[config.mk]
export PLATFORM = sky130hd
export DESIGN_NAME = msf_queue
export DESIGN_NICKNAME = d
export VERILOG_FILES = /design/src/msf_pkg.sv /design/src/msf_queue.sv
export SDC_FILE = /design/constraint.sdc
export NUM_CORES = 1
export LEC_CHECK = 0
export ABC_AREA = 1
export CAP_MARGIN = 20
export CELL_PAD_IN_SITES_DETAIL_PLACEMENT = 2
export CELL_PAD_IN_SITES_GLOBAL_PLACEMENT = 2
export CORE_MARGIN = 2
export CORE_UTILIZATION = 37
export DETAILED_ROUTE_END_ITERATION = 8
export DONT_BUFFER_PORTS = 1
export MAX_ROUTING_LAYER = met4
export PLACE_DENSITY = 0.63
export SKIP_LAST_GASP = 1
export SLEW_MARGIN = 10
export SYNTH_ARGS = -nofsm -noshare
export SYNTH_HDL_FRONTEND = slang
export SYNTH_SLANG_ARGS = --single-unit
[constraint.sdc]
create_clock -name clk -period 10.7 [get_ports clk]
set_input_delay 1.605 -clock clk [delete_from_list [all_inputs] [get_ports clk]]
set_output_delay 1.605 -clock clk [all_outputs]
set_load 0.02 [all_outputs]
[src/msf_pkg.sv]
// shared types and constants for the monochrome page frame store with shape fill
// no dependencies; imported by every module of the block
`timescale 1ns / 1ps

package msf_pkg;

  localparam int PIXELS_WIDE = 128;
  localparam int PIXELS_HIGH = 64;
  localparam int PAGE_ROWS   = 8;
  localparam int PAGE_COUNT  = (PIXELS_HIGH + PAGE_ROWS - 1) / PAGE_ROWS;
  localparam int STORE_BYTES = PIXELS_WIDE * PAGE_COUNT;
  localparam int ADDR_W      = $clog2(STORE_BYTES);

  // x bounds run 0..PIXELS_WIDE, y bounds 0..PAGE_COUNT*PAGE_ROWS
  localparam int XB_W = $clog2(PIXELS_WIDE + 1);
  localparam int YB_W = $clog2(PAGE_COUNT * PAGE_ROWS + 1);
  localparam int PG_W = YB_W - 3;

  // signed working width for coordinate arithmetic
  localparam int CO_W = 13;

  // field widths fixed by the command format
  localparam int RADDR_W = 10;
  localparam int RA_W    = (ADDR_W > RADDR_W) ? ADDR_W : RADDR_W;

  localparam int Q_DEPTH = 2;
  localparam int Q_PW    = $clog2(Q_DEPTH);
  localparam int Q_CW    = $clog2(Q_DEPTH + 1);

  localparam logic [XB_W-1:0] X_END = XB_W'(PIXELS_WIDE);
  localparam logic [YB_W-1:0] Y_END = YB_W'(PAGE_COUNT * PAGE_ROWS);

  localparam logic [2:0] FUNC_CLEAR  = 3'd0;
  localparam logic [2:0] FUNC_PIXEL  = 3'd1;
  localparam logic [2:0] FUNC_RECT   = 3'd2;
  localparam logic [2:0] FUNC_CIRCLE = 3'd3;
  localparam logic [2:0] FUNC_READ   = 3'd4;

  typedef enum logic [0:0] {
    JOB_FILL,
    JOB_READ
  } job_kind_t;

  // one classified command: a clipped box to walk, or a byte read
  typedef struct packed {
    job_kind_t           kind;
    logic                circle;
    logic                ink;
    logic [XB_W-1:0]     xlo;
    logic [XB_W-1:0]     xhi;
    logic [YB_W-1:0]     ylo;
    logic [YB_W-1:0]     yhi;
    logic signed [10:0]  cx;
    logic signed [10:0]  cy;
    logic [6:0]          r;
    logic [ADDR_W-1:0]   raddr;
    logic                rok;
  } job_t;

endpackage

[src/msf_queue.sv]
// short job queue between the front end and the draw engine
// depends on msf_pkg
`timescale 1ns / 1ps

module msf_queue import msf_pkg::*; (
  input  logic clk,
  input  logic rst,
  input  logic push,
  input  job_t push_job,
  input  logic pop,
  output job_t head,
  output logic full,
  output logic empty
);

  job_t            slots [Q_DEPTH];
  logic [Q_PW-1:0] wp;
  logic [Q_PW-1:0] rp;
  logic [Q_CW-1:0] cnt;

  assign full  = (cnt == Q_CW'(Q_DEPTH));
  assign empty = (cnt == '0);
  assign head  = slots[rp];

  always_ff @(posedge clk) begin
    if (push) begin
      slots[wp] <= push_job;
    end
  end

  always_ff @(posedge clk) begin
    if (rst) begin
      wp  <= '0;
      rp  <= '0;
      cnt <= '0;
    end else begin
      if (push) begin
        wp <= (wp == Q_PW'(Q_DEPTH - 1)) ? '0 : wp + Q_PW'(1);
      end
      if (pop) begin
        rp <= (rp == Q_PW'(Q_DEPTH - 1)) ? '0 : rp + Q_PW'(1);
      end
      if (push && !pop) begin
        cnt <= cnt + Q_CW'(1);
      end else if (pop && !push) begin
        cnt <= cnt - Q_CW'(1);
      end
    end
  end

endmodule

==> summary.md <==
| Metric | Value |
|---|---|
| RSZ-0062 raised after global routing | `false` |
| Synth warnings | `0` |
| Avg Synthesized Cell Area | `~22 um2` |
| Register area share after synthesis | `0.767` |
| Root Driver | `clkbuf_16` |
| Final Util | `0.435` |
| Req. time, crit path | `roughly 9 ns` |
| PortBufs | `0` |
| Largest net degree at the start of global routing | `48` |
| Worst hold slack | `around 0.52 ns` |
| Clock sinks | `about 150` |
| Syn nets | `~340` |
| Post-Place Setup Slack | `between 7 and 8 ns` |
| TritonCTS clock tree | `yes` |
| Fin. Hold Viols | `0` |
| Post CTS Setup Buffer Count | `0` |
| Clock latency on the worst-skew pair | `~0.42 ns` |
| Fill cells | `approximately 1400` |
| Setup CP Type | `register to output pin` |
| Num rows | `45` |
| Die area | `between 0.015 and 0.02 mm2` |
| Netlist Area Pre-Place | `0.00585 mm2` |
| H-tree depth | `4` |
| Tightest Pin Transition | `~0.86 ns` |
| Peak VDD IR | `roughly 0.00011 V` |
| Most common cell in the netlist | `edfxtp_1` |
| Starting density of the core | `0.382` |
| Vias | `2318` |
| #FFs+latches synth | `151` |
| Avg WL per Cell | `approximately 21 um` |
| Max Cap Viol | `0` |
| Die span in y | `130 um` |
| Multi-input gate area in the final layout | `between 0.001 and 0.0015 mm2` |
| Leak pwr | `roughly 2.4 nW` |
| Initial DRC count | `95` |
| Initial antenna violation count | `0` |
| WL final | `about 10000 um` |
| CTS buffer count | `17` |
| Worst hold path type | `register to register` |
| Gate Count Post-Synth | `260` |
| EDFF count, synth | `146` |
| Fmax | `0.248 GHz` |
| Placeable Area | `0.0153 mm2` |
| Final worst slack | `approximately 6.7 ns` |
| Antenna Nets Post-Route | `0` |
| Relative max-transition margin | `0.426` |
| Data arrival time of the worst path | `2.42 ns` |
| Top_reg_cell synth | `edfxtp_1` |
| Placed inst area | `about 0.0060 mm2` |
| Status | `finished, final reports clean` |
| Vias per cell | `approximately 4.6` |
| Die X | `~130 um` |
| Nets | `353` |
| Critical Path Sink Type | `output pin` |
| Area contributors post-synth | `edfxtp_1 75%, mux2_4 18%, buf_12 2.4%` |
| Post-synth top cells | `146 x edfxtp_1, 70 x mux2_4, 9 x inv_1, 7 x buf_12, 7 x nor2_1` |
| Detail Placement HPWL | `~6700 um` |
| Crit path time final | `between 4 and 5 ns` |
| Share of cells above drive strength 1 | `0.378` |
| Number of diodes | `0` |
| Setup Total Neg Slack | `0 ns` |
| Post-CTS sizing | `0` |
| Share of the synthesized area in the top cell type | `0.750` |
| Vias in the first global route | `about 2600` |
| DRC | `0` |
| First-pass GRT wire length | `about 15000 um` |
| FFs w/ async S/R, synth | `0` |
| Top-level I/O count | `between 150 and 200` |
| Post-route cell area | `approximately 0.0067 mm2` |
| Final cycle utilization of the critical path | `0.377` |
| Register area | `0.00449 mm2` |
| P&R area growth vs syn | `13.9%` |
| Clock-pin slew on the worst setup and hold paths | `approximately 0.060 ns` |
| Max Fanout on Critical Path | `37` |
| Drt first pass iters | `4` |
| Finish-stage setup viols | `0` |
| Clock buffer depth | `2` |
| Cell taking the most area after synthesis | `edfxtp_1` |
| Total gr overflow | `0` |
| Total GRT Usage | `0.131` |
| Setup Skew | `approximately 0.008 ns` |
| Startpoint types | `register` |
| Cell variety after synth | `16` |
| Final RePlAce weighted congestion | `0.630` |
| Fin. max-slew vios | `0` |
| Pwr Density | `roughly 220 mW/mm2` |
| Hold_buf cts | `0` |
state kept, by name, indices dropped and copies added (netlist names), named ones only:
register,count
cnt,2
rp,1
slots,146
wp,1
report_power, final:
part	leakage, nW	internal (mW)	switching (mW)
logic	0.641	0.0521	0.0770
clock network	0.316	0.434	0.228
registers	1.41	0.685	0.0164
total	2.37	1.17	0.321
per-layer routing:
layer  part of all wire  GRT usage  vias up
li1                   -          -     1036
met1               0.37      0.136     1158
met2               0.50      0.204      105
met3               0.11     0.0697       19
met4              0.020     0.0645        0
met5                  0          -        -
cells in the final DEF (no fill, tap or decap), types with 4 or more instances in the layout:
cell         n
edfxtp_1   146
mux2_4      70
clkbuf_16   17
inv_1        8
nor2_1       6
bufinv_16    6
nand2_1      5
clkinv_2     4
dfxtp_1      4
buf_4        4
worst max-delay path, cell delays in order (launching register included):
cell,delay (ns)
dfxtp_4,0.81
buf_4,0.66
mux2_2,0.47
cell families (layout without fill, tap and decap cells):
family | Yosys count | after routing | synth area share
AO/OA/AOI/OAI | 2 | 2 | 0.00171
multiplexers | 73 | 73 | 0.186
adder cells (fa/ha/maj) | 1 | 1 | 0.00214
flip-flops | 151 | 151 | 0.767
buffers and inverters | 17 | 45 | 0.0317
XOR/XNOR | 1 | 1 | 0.00150
AND/OR/NAND/NOR | 15 | 15 | 0.0105
per-stage QoR:
stage | power (mW) | cells
floorplan | 0.836 | 260
CTS | 1.51 | 499
global route | 1.54 | 499
finish | 1.49 | 499
detailed placement | 0.847 | 467
global placement | 0.843 | 467
area by class of cell:
class,count,area share
Clock buffer,17,0.0639
Sequential cell,151,0.674
Multi-Input combinational cell,92,0.178
Timing Repair Buffer,4,0.00451
Clock inverter,15,0.0346
Inverter,9,0.00526
Tap cell,211,0.0397
final timing paths:
| kind | from | cells past startpoint | slack (ns) | to |
|---|---|---|---|---|
| setup reg to reg | wp$_SDFFE_PP0P_ | 3 | 8.73 | slots[1][21]$_DFFE_PP_ |
| hold / removal | rp$_SDFFE_PP0P_ | 2 | 0.52 | register |
| hold reg to reg | rp$_SDFFE_PP0P_ | 2 | 0.52 | register |
| setup / recovery | register | 2 | 6.67 | head[53] |
No activity file was read; power rests on OpenSTA's default activity.
