--- config.mk ---
export PLATFORM = sky130hd
export DESIGN_NAME = msf_front
export DESIGN_NICKNAME = d
export VERILOG_FILES = /design/src/msf_pkg.sv /design/src/msf_front.sv
export SDC_FILE = /design/constraint.sdc
export NUM_CORES = 1
export LEC_CHECK = 0
export ABC_AREA = 1
export BUFFER_PORTS_ARGS = -buffer_cell sky130_fd_sc_hd__buf_2
export CELL_PAD_IN_SITES_DETAIL_PLACEMENT = 0
export CELL_PAD_IN_SITES_GLOBAL_PLACEMENT = 1
export CORE_UTILIZATION = 37
export DETAILED_ROUTE_END_ITERATION = 16
export MAX_ROUTING_LAYER = met4
export PLACE_DENSITY_LB_ADDON = 0.3
export SYNTH_ARGS = -nofsm -noshare
export SYNTH_HDL_FRONTEND = slang
export SYNTH_SLANG_ARGS = --single-unit
--- constraint.sdc ---
create_clock -name vclk -period 6
set_input_delay 1.2 -clock vclk [all_inputs]
set_output_delay 1.2 -clock vclk [all_outputs]
set_load 0.005 [all_outputs]
--- src/msf_pkg.sv ---
// shared types and constants for the monochrome page frame store with shape fill
// no dependencies; imported by every module of the block
`timescale 1ns / 1ps

package msf_pkg;

  localparam int PIXELS_WIDE = 128;
  localparam int PIXELS_HIGH = 64;
  localparam int PAGE_ROWS   = 8;
  localparam int PAGE_COUNT  = (PIXELS_HIGH + PAGE_ROWS - 1) / PAGE_ROWS;
  localparam int STORE_BYTES = PIXELS_WIDE * PAGE_COUNT;
  localparam int ADDR_W      = $clog2(STORE_BYTES);

  // x bounds run 0..PIXELS_WIDE, y bounds 0..PAGE_COUNT*PAGE_ROWS
  localparam int XB_W = $clog2(PIXELS_WIDE + 1);
  localparam int YB_W = $clog2(PAGE_COUNT * PAGE_ROWS + 1);
  localparam int PG_W = YB_W - 3;

  // signed working width for coordinate arithmetic
  localparam int CO_W = 13;

  // field widths fixed by the command format
  localparam int RADDR_W = 10;
  localparam int RA_W    = (ADDR_W > RADDR_W) ? ADDR_W : RADDR_W;

  localparam int Q_DEPTH = 2;
  localparam int Q_PW    = $clog2(Q_DEPTH);
  localparam int Q_CW    = $clog2(Q_DEPTH + 1);

  localparam logic [XB_W-1:0] X_END = XB_W'(PIXELS_WIDE);
  localparam logic [YB_W-1:0] Y_END = YB_W'(PAGE_COUNT * PAGE_ROWS);

  localparam logic [2:0] FUNC_CLEAR  = 3'd0;
  localparam logic [2:0] FUNC_PIXEL  = 3'd1;
  localparam logic [2:0] FUNC_RECT   = 3'd2;
  localparam logic [2:0] FUNC_CIRCLE = 3'd3;
  localparam logic [2:0] FUNC_READ   = 3'd4;

  typedef enum logic [0:0] {
    JOB_FILL,
    JOB_READ
  } job_kind_t;

  // one classified command: a clipped box to walk, or a byte read
  typedef struct packed {
    job_kind_t           kind;
    logic                circle;
    logic                ink;
    logic [XB_W-1:0]     xlo;
    logic [XB_W-1:0]     xhi;
    logic [YB_W-1:0]     ylo;
    logic [YB_W-1:0]     yhi;
    logic signed [10:0]  cx;
    logic signed [10:0]  cy;
    logic [6:0]          r;
    logic [ADDR_W-1:0]   raddr;
    logic                rok;
  } job_t;

endpackage

--- src/msf_front.sv ---
// command front end: decodes an item, clips its shape to the screen and builds a job
// depends on msf_pkg
`timescale 1ns / 1ps

module msf_front import msf_pkg::*; (
  input  logic                start,
  input  logic [2:0]          func,
  input  logic signed [10:0]  pos_x,
  input  logic signed [10:0]  pos_y,
  input  logic [9:0]          rect_width,
  input  logic [9:0]          rect_height,
  input  logic [6:0]          radius,
  input  logic                ink,
  input  logic [9:0]          read_address,
  input  logic                q_full,
  input  logic                init_clear,
  output logic                busy,
  output logic                push,
  output job_t                job
);

  localparam logic signed [CO_W-1:0] ONE   = CO_W'(1);
  localparam logic signed [CO_W-1:0] ZERO  = '0;
  localparam logic signed [CO_W-1:0] X_LIM = CO_W'(PIXELS_WIDE);
  localparam logic signed [CO_W-1:0] Y_LIM = CO_W'(PIXELS_HIGH);

  logic signed [CO_W-1:0] sx, sy, w13, h13, r13;
  logic signed [CO_W-1:0] lo_x, hi_x, lo_y, hi_y;
  logic signed [CO_W-1:0] cl_xlo, cl_xhi, cl_ylo, cl_yhi;
  logic                   draw, clr, rd, empty_box;
  logic [RA_W-1:0]        ra_ext;

  assign busy = q_full || init_clear;

  always_comb begin
    sx     = {{(CO_W-11){pos_x[10]}}, pos_x};
    sy     = {{(CO_W-11){pos_y[10]}}, pos_y};
    w13    = CO_W'(rect_width);
    h13    = CO_W'(rect_height);
    r13    = CO_W'(radius);
    lo_x   = ZERO;
    hi_x   = ZERO;
    lo_y   = ZERO;
    hi_y   = ZERO;
    draw   = 1'b0;
    clr    = 1'b0;
    rd     = 1'b0;
    unique case (func)
      FUNC_CLEAR: clr = 1'b1;
      FUNC_PIXEL: begin
        draw = 1'b1;
        lo_x = sx;
        hi_x = sx + ONE;
        lo_y = sy;
        hi_y = sy + ONE;
      end
      FUNC_RECT: begin
        draw = 1'b1;
        lo_x = sx;
        hi_x = sx + w13;
        lo_y = sy;
        hi_y = sy + h13;
      end
      FUNC_CIRCLE: begin
        draw = 1'b1;
        lo_x = sx - r13;
        hi_x = sx + r13 + ONE;
        lo_y = sy - r13;
        hi_y = sy + r13 + ONE;
      end
      FUNC_READ: rd = 1'b1;
      default: ;
    endcase

    cl_xlo    = (lo_x < ZERO) ? ZERO : lo_x;
    cl_xhi    = (hi_x > X_LIM) ? X_LIM : hi_x;
    cl_ylo    = (lo_y < ZERO) ? ZERO : lo_y;
    cl_yhi    = (hi_y > Y_LIM) ? Y_LIM : hi_y;
    empty_box = (cl_xlo >= cl_xhi) || (cl_ylo >= cl_yhi);

    ra_ext     = RA_W'(read_address);
    job.kind   = rd ? JOB_READ : JOB_FILL;
    job.circle = (func == FUNC_CIRCLE);
    job.ink    = ink;
    job.xlo    = cl_xlo[XB_W-1:0];
    job.xhi    = cl_xhi[XB_W-1:0];
    job.ylo    = cl_ylo[YB_W-1:0];
    job.yhi    = cl_yhi[YB_W-1:0];
    job.cx     = pos_x;
    job.cy     = pos_y;
    job.r      = radius;
    job.raddr  = ra_ext[ADDR_W-1:0];
    job.rok    = (32'(read_address) < 32'(STORE_BYTES));
    // clear walks whole bytes, including any rows below the screen in the last page
    if (clr) begin
      job.circle = 1'b0;
      job.ink    = 1'b0;
      job.xlo    = '0;
      job.xhi    = X_END;
      job.ylo    = '0;
      job.yhi    = Y_END;
    end

    push = start && !busy && (clr || rd || (draw && !empty_box));
  end

endmodule

==> reports/results.ini, run 1 <==
[layout]
regArea_sq_um=0
nets=1249
diodes=0
nClkBuffers=0
multi_input_area_sq_um=4910
area_growth_pct=40.0
num-fill-cells=1440
drive_above_1_share_pct=38.2
fin_util_pct=53.4
design.seq.count=0

[die]
start_util_pct=38.1
num_rows=42
dieArea_sq_um=14200
core_area_sq_um=13300
die_y_um=119
pin_count=141
die_x_um=119

[route]
wire_per_inst_um=15.1
first_iter_violations=521
vias=6662
antenna_left=0
viasPerCell=5.21
wl_mm=19.3
dr.pass1.iters=5
drc=0

[logic_synthesis]
avgSynthCellArea_sq_um=5.40
synth_fp_nets=1087
synth_warnings=0
syn-cell-area_sq_um=5090
yosysTopAreaCellShare_pct=17.7
synth_cell_types=46
synth_seq_area_share_pct=0
yosysTopAreaCell=ha_1
ys_top_cells_by_area=ha_1 (18%), nand2_1 (17%), nand3_1 (10%)
synthesis.instances=943

[timing]
fin_crit_sh_pct=97.7
hold_slack_ps=2400
report.final.slew_viol_count=0
finalSetupViolCount=0
finalHoldViolations=0
max_clock_freq_mhz=171
finalCriticalPeriod_ps=5860

[worst_setup_path]
arrival_ps=4660
worstSetupPathType=in2out
worst_path_max_delay_cell=ha_4
critPathMaxFanout=8
crit_path_start_kind=input port
cp.required_ps=4800
cp_common_cell=nor2_4
cp-end-kind=output port
max_stage_delay_ps=270

[power_and_ir_drop]
power_density_nw_per_um2=102
ir_worst_vdd_mv=0.0371
p_leak_nw=3.80

[worst_hold_path]
hp-class=in2out
min_path_cells=0

[global_route]
antenna_found_initial=0
grt_pass1_wl_mm=28.6
grt_pass1_vias=5666
grt_max_degree=17
grt_overflow_total=0
gr-usage-all-layers_pct=25.7

[placement]
port_buffers=120
place_congestion=0.982
hpwl_mm=15.7

[outcome]
status=complete, no violations

[run]
cap_viol_max_count=0

layer usage:
metal,vias up,global-route usage (%),part of all wire (%)
li1,3351,-,-
met1,2983,38.4,48
met2,287,37.5,42
met3,41,1.92,8.2
met4,0,4.83,2.7
met5,-,-,0
power breakdown:
part           switching [mW]  leakage [nW]  internal, mW
logic                   0.419          3.80         0.305
clock network               0             0             0
registers                   0             0             0
cell usage after synthesis, types with 2 or more instances:
cell      count
nand3_2       8
ha_1         72
nand2_4       6
nand3_1     104
nor4_1        3
clkbuf_1      2
inv_1       134
nand3b_1      4
a22oi_1       4
and2_1        2
o21ai_0      31
nand2_2       7
o21bai_1      5
nor2_2        7
buf_2         6
fa_1          6
a31oi_1       7
buf_4        45
nor3_1       11
nand2_1     225
nor2_1      127
a32oi_1       2
a21oi_1      60
nor2_4        3
or2_2         5
o32ai_1       2
o22ai_1       3
nand4_1      18
o21ai_1       4
inv_2        14
through the flow:
stage | setup WS (ps) | setup TNS [ps] | power (mW) | instance area, sq um | instances
floorplan | 682 | 0 | 0.376 | 5090 | 943
global placement | -19.5 | -19.5 | 0.571 | 6050 | 1255
detailed placement | -77.2 | -77.2 | 0.570 | 6050 | 1255
CTS | 18.0 | 0 | 0.578 | 6080 | 1256
global route | -76.7 | -76.7 | 0.799 | 7130 | 1279
finish | 140 | 0 | 0.724 | 7130 | 1279
placed cells by master (no fill, tap or decap), types with 5 or more instances in the layout:
cell	instances
a21oi_1	44
o21ai_0	20
inv_4	6
buf_2	110
nor2_2	24
ha_4	23
buf_4	91
nand2_2	28
o21ai_2	5
fa_2	5
nand3_2	25
nor2_4	11
a31oi_1	6
nor3_1	9
nand4_1	18
o21ai_1	10
inv_2	27
a21oi_2	14
inv_1	114
nor2_1	102
nand2_4	10
nand2_1	200
nand3_1	84
ha_1	46
buf_6	9
or2_2	5
o21bai_1	5
kinds of logic (layout without fill, tap and decap cells):
kind of cell | after synthesis | after routing | synth area share [%]
AOI/OAI and AO/OA | 125 | 125 | 13.7
xor gates and xnor gates | 2 | 2 | 0.344
adders and majority gates | 78 | 78 | 20.1
buffers and inverters | 204 | 364 | 18.8
other | 1 | 1 | 0.0737
and+or+nand+nor | 533 | 533 | 47.0
critical path, delay by kind of cell:
family,cells,cell delay (ps)
and+or+nand+nor,18,2040
buffers and inverters,7,650
adders and majority gates,2,480
AOI/OAI and AO/OA,3,260
timing repair:
item | 4_1_cts | 5_1_grt
setup buffers | 1 | 23
cloned | 0 | 0
gates resized for setup | 6 | 225
pin swaps | 2 | 89
hold buffers | 0 | 0
endpoints found under the setup margin | 1 | 1
cell type report:
type                       instances  share of cell area, %
multi-input combinational        739                   69.0
timing repair buffer             215                   19.7
inverter                         149                   8.23
tap                              176                   3.09
path summary, 6_finish.rpt:
kind	startpoint	end	slack (ps)
setup / recovery	radius[3]	push	140
hold / removal	read_address[0]	job[1]	2400
Power figures use the tool's default switching activity.
==> run 2, diff against run 1 <==
--- a/config.mk
+++ b/config.mk
@@ -7,12 +7,13 @@
 export LEC_CHECK = 0
 export ABC_AREA = 1
 export BUFFER_PORTS_ARGS = -buffer_cell sky130_fd_sc_hd__buf_2
-export CELL_PAD_IN_SITES_DETAIL_PLACEMENT = 0
+export CELL_PAD_IN_SITES_DETAIL_PLACEMENT = 1
 export CELL_PAD_IN_SITES_GLOBAL_PLACEMENT = 1
 export CORE_UTILIZATION = 37
 export DETAILED_ROUTE_END_ITERATION = 16
 export MAX_ROUTING_LAYER = met4
 export PLACE_DENSITY_LB_ADDON = 0.3
+export SLEW_MARGIN = 25
 export SYNTH_ARGS = -nofsm -noshare
 export SYNTH_HDL_FRONTEND = slang
 export SYNTH_SLANG_ARGS = --single-unit
==> reports/results.ini, run 2 (synthesized netlist as in run 1, its figures left out) <==
[power_and_ir_drop]
power_mw=0.775  ; was 0.724 mW
p_leak_nw=3.79  ; was 3.80 nW
power_density_nw_per_um2=108  ; was 102 nW/um^2
ir_worst_vdd_mv=0.0367  ; was 0.0371 mV

[layout]
final_common_cell=nand2_1  ; unchanged
regArea_sq_um=0  ; unchanged
drive_above_1_share_pct=39.1  ; was 38.2%
diodes=0  ; unchanged
num-fill-cells=1897  ; was 1440
area_growth_pct=41.3  ; was 40.0%
design.seq.count=0  ; unchanged
nClkBuffers=0  ; unchanged
nets=1251  ; was 1249
final_cell_mix=nand2_1 (201), inv_1 (117), buf_2 (112)  ; was nand2_1 (200), inv_1 (114), buf_2 (110)
fin_area_sq_um=7190  ; was 7130 sq um
multi_input_area_sq_um=5020  ; was 4910 sq um

[placement]
port_buffers=120  ; unchanged
place_congestion=0.982  ; unchanged
hpwl_mm=17.7  ; was 15.7 mm
place_area_sq_um=6050  ; unchanged

[timing]
finalSetupViolCount=1  ; was 0
finalCriticalPeriod_ps=6110  ; was 5860 ps
relSlewSlack_pct=64.8
layout_setup_ws_ps=-110  ; was 140 ps
tightest_slew_ps=526
hold_slack_ps=2400  ; unchanged
max_clock_freq_mhz=164  ; was 171 MHz
report.final.slew_viol_count=0  ; unchanged
fin_crit_sh_pct=102  ; was 97.7%
finalHoldViolations=0  ; unchanged

[worst_setup_path]
arrival_ps=4910  ; was 4660 ps
worstSetupPathType=in2out  ; unchanged
startpoint=pos_y[1]  ; was radius[3]
critPathMaxFanout=8  ; unchanged
cp.required_ps=4800  ; about the same
cp-end-kind=output port  ; unchanged
worst_path_max_delay_cell=ha_1  ; was ha_4
max_stage_delay_ps=360  ; was 270 ps
crit_path_start_kind=input port  ; unchanged

[worst_hold_path]
hold_start=read_address[0]  ; unchanged
hp-class=in2out  ; unchanged

[cts]
hold_buffers=0  ; unchanged

[global_route]
grt_pass1_vias=6691  ; was 5666
grt_max_degree=17  ; unchanged
antenna_found_initial=0  ; unchanged
gr-usage-all-layers_pct=29.5  ; was 25.7%
grt_pass1_wl_mm=33.1  ; was 28.6 mm
grt_overflow_total=0  ; unchanged

[outcome]
status=finished, violations left  ; was complete, no violations
violations=setup timing

[route]
drc=0  ; unchanged
viasPerCell=5.64  ; was 5.21
wire_per_inst_um=19.2  ; was 15.1 um
antenna_left=0  ; unchanged
first_iter_violations=552  ; was 521
vias=7231  ; was 6662
dr.pass1.iters=5  ; unchanged
wl_mm=24.6  ; was 19.3 mm

[die]
core_area_sq_um=13300  ; unchanged
pin_count=141  ; unchanged
dieArea_sq_um=14200  ; unchanged
num_rows=42  ; unchanged
die_x_um=119  ; unchanged
die_y_um=119  ; unchanged
start_util_pct=38.1  ; unchanged

[run]
cap_viol_max_count=0  ; unchanged

==> run 2: changes by cell type in the layout (fill, tap and decap cells not counted), moves of 6 or more <==
cell / previous run / this run
nor2_2: 24 / 32
buf_6: 9 / 2
nor2_1: 102 / 95
buf_4: 91 / 97
==> run 2: layer usage <==
layer	vias to the layer above	share of wire, %	wire length [um]	global-route usage (%)
li1	3365	-	-	-
met1	3469	43	10700	40.0
met2	325	46	11300	46.9
met3	72	7.3	1810	2.83
met4	0	3.5	862	6.72
met5	-	0	0	-
==> run 2: report_power, final <==
group	internal (mW)	switching [mW]	total, mW
Sequential	0	0	0
Clock	0	0	0
Combinational	0.309	0.467	0.775
==> run 2: timing repair <==
item / CTS / global route
gates resized for setup: 34 / 195
pin swaps: 16 / 61
setup endpoints to repair: 1 / 1
setup buffers: 5 / 20
gates cloned: 0 / 1
==> run 2: path summary, 6_finish.rpt <==
path              slack (ps)  depth (start not counted)      to
hold / removal          2400                          0  job[1]
setup / recovery        -110                         26    push
==> run 2: per-stage QoR <==
| stage | setup slack (ps) | std cells | utilization, % | TNS, ps |
|---|---|---|---|---|
| 3_5_place_dp | -232 | 1255 | 45.4 | -232 |
| 6_report | -110 | 1281 | 53.9 | -110 |
| 5_1_grt | -201 | 1281 | 53.9 | -201 |
| 3_3_place_gp | -19.5 | 1255 | 45.4 | -19.5 |
| 4_1_cts | 19.6 | 1260 | 46.6 | 0 |
| 2_1_floorplan | 682 | 943 | - | 0 |
==> run 2: worst max-delay path: cells and delay by family <==
kind            cells  cell delay (ps)
simple gates       13             1650
compound gates      7              910
buf+inv             4              520
fa+ha+maj           2              630
==> run 2: area by class of cell <==
class / count / share of cell area, %
tap: 176 / 3.06
timing repair buffer: 216 / 18.9
inverter: 149 / 8.23
multi-input combinational: 740 / 69.8
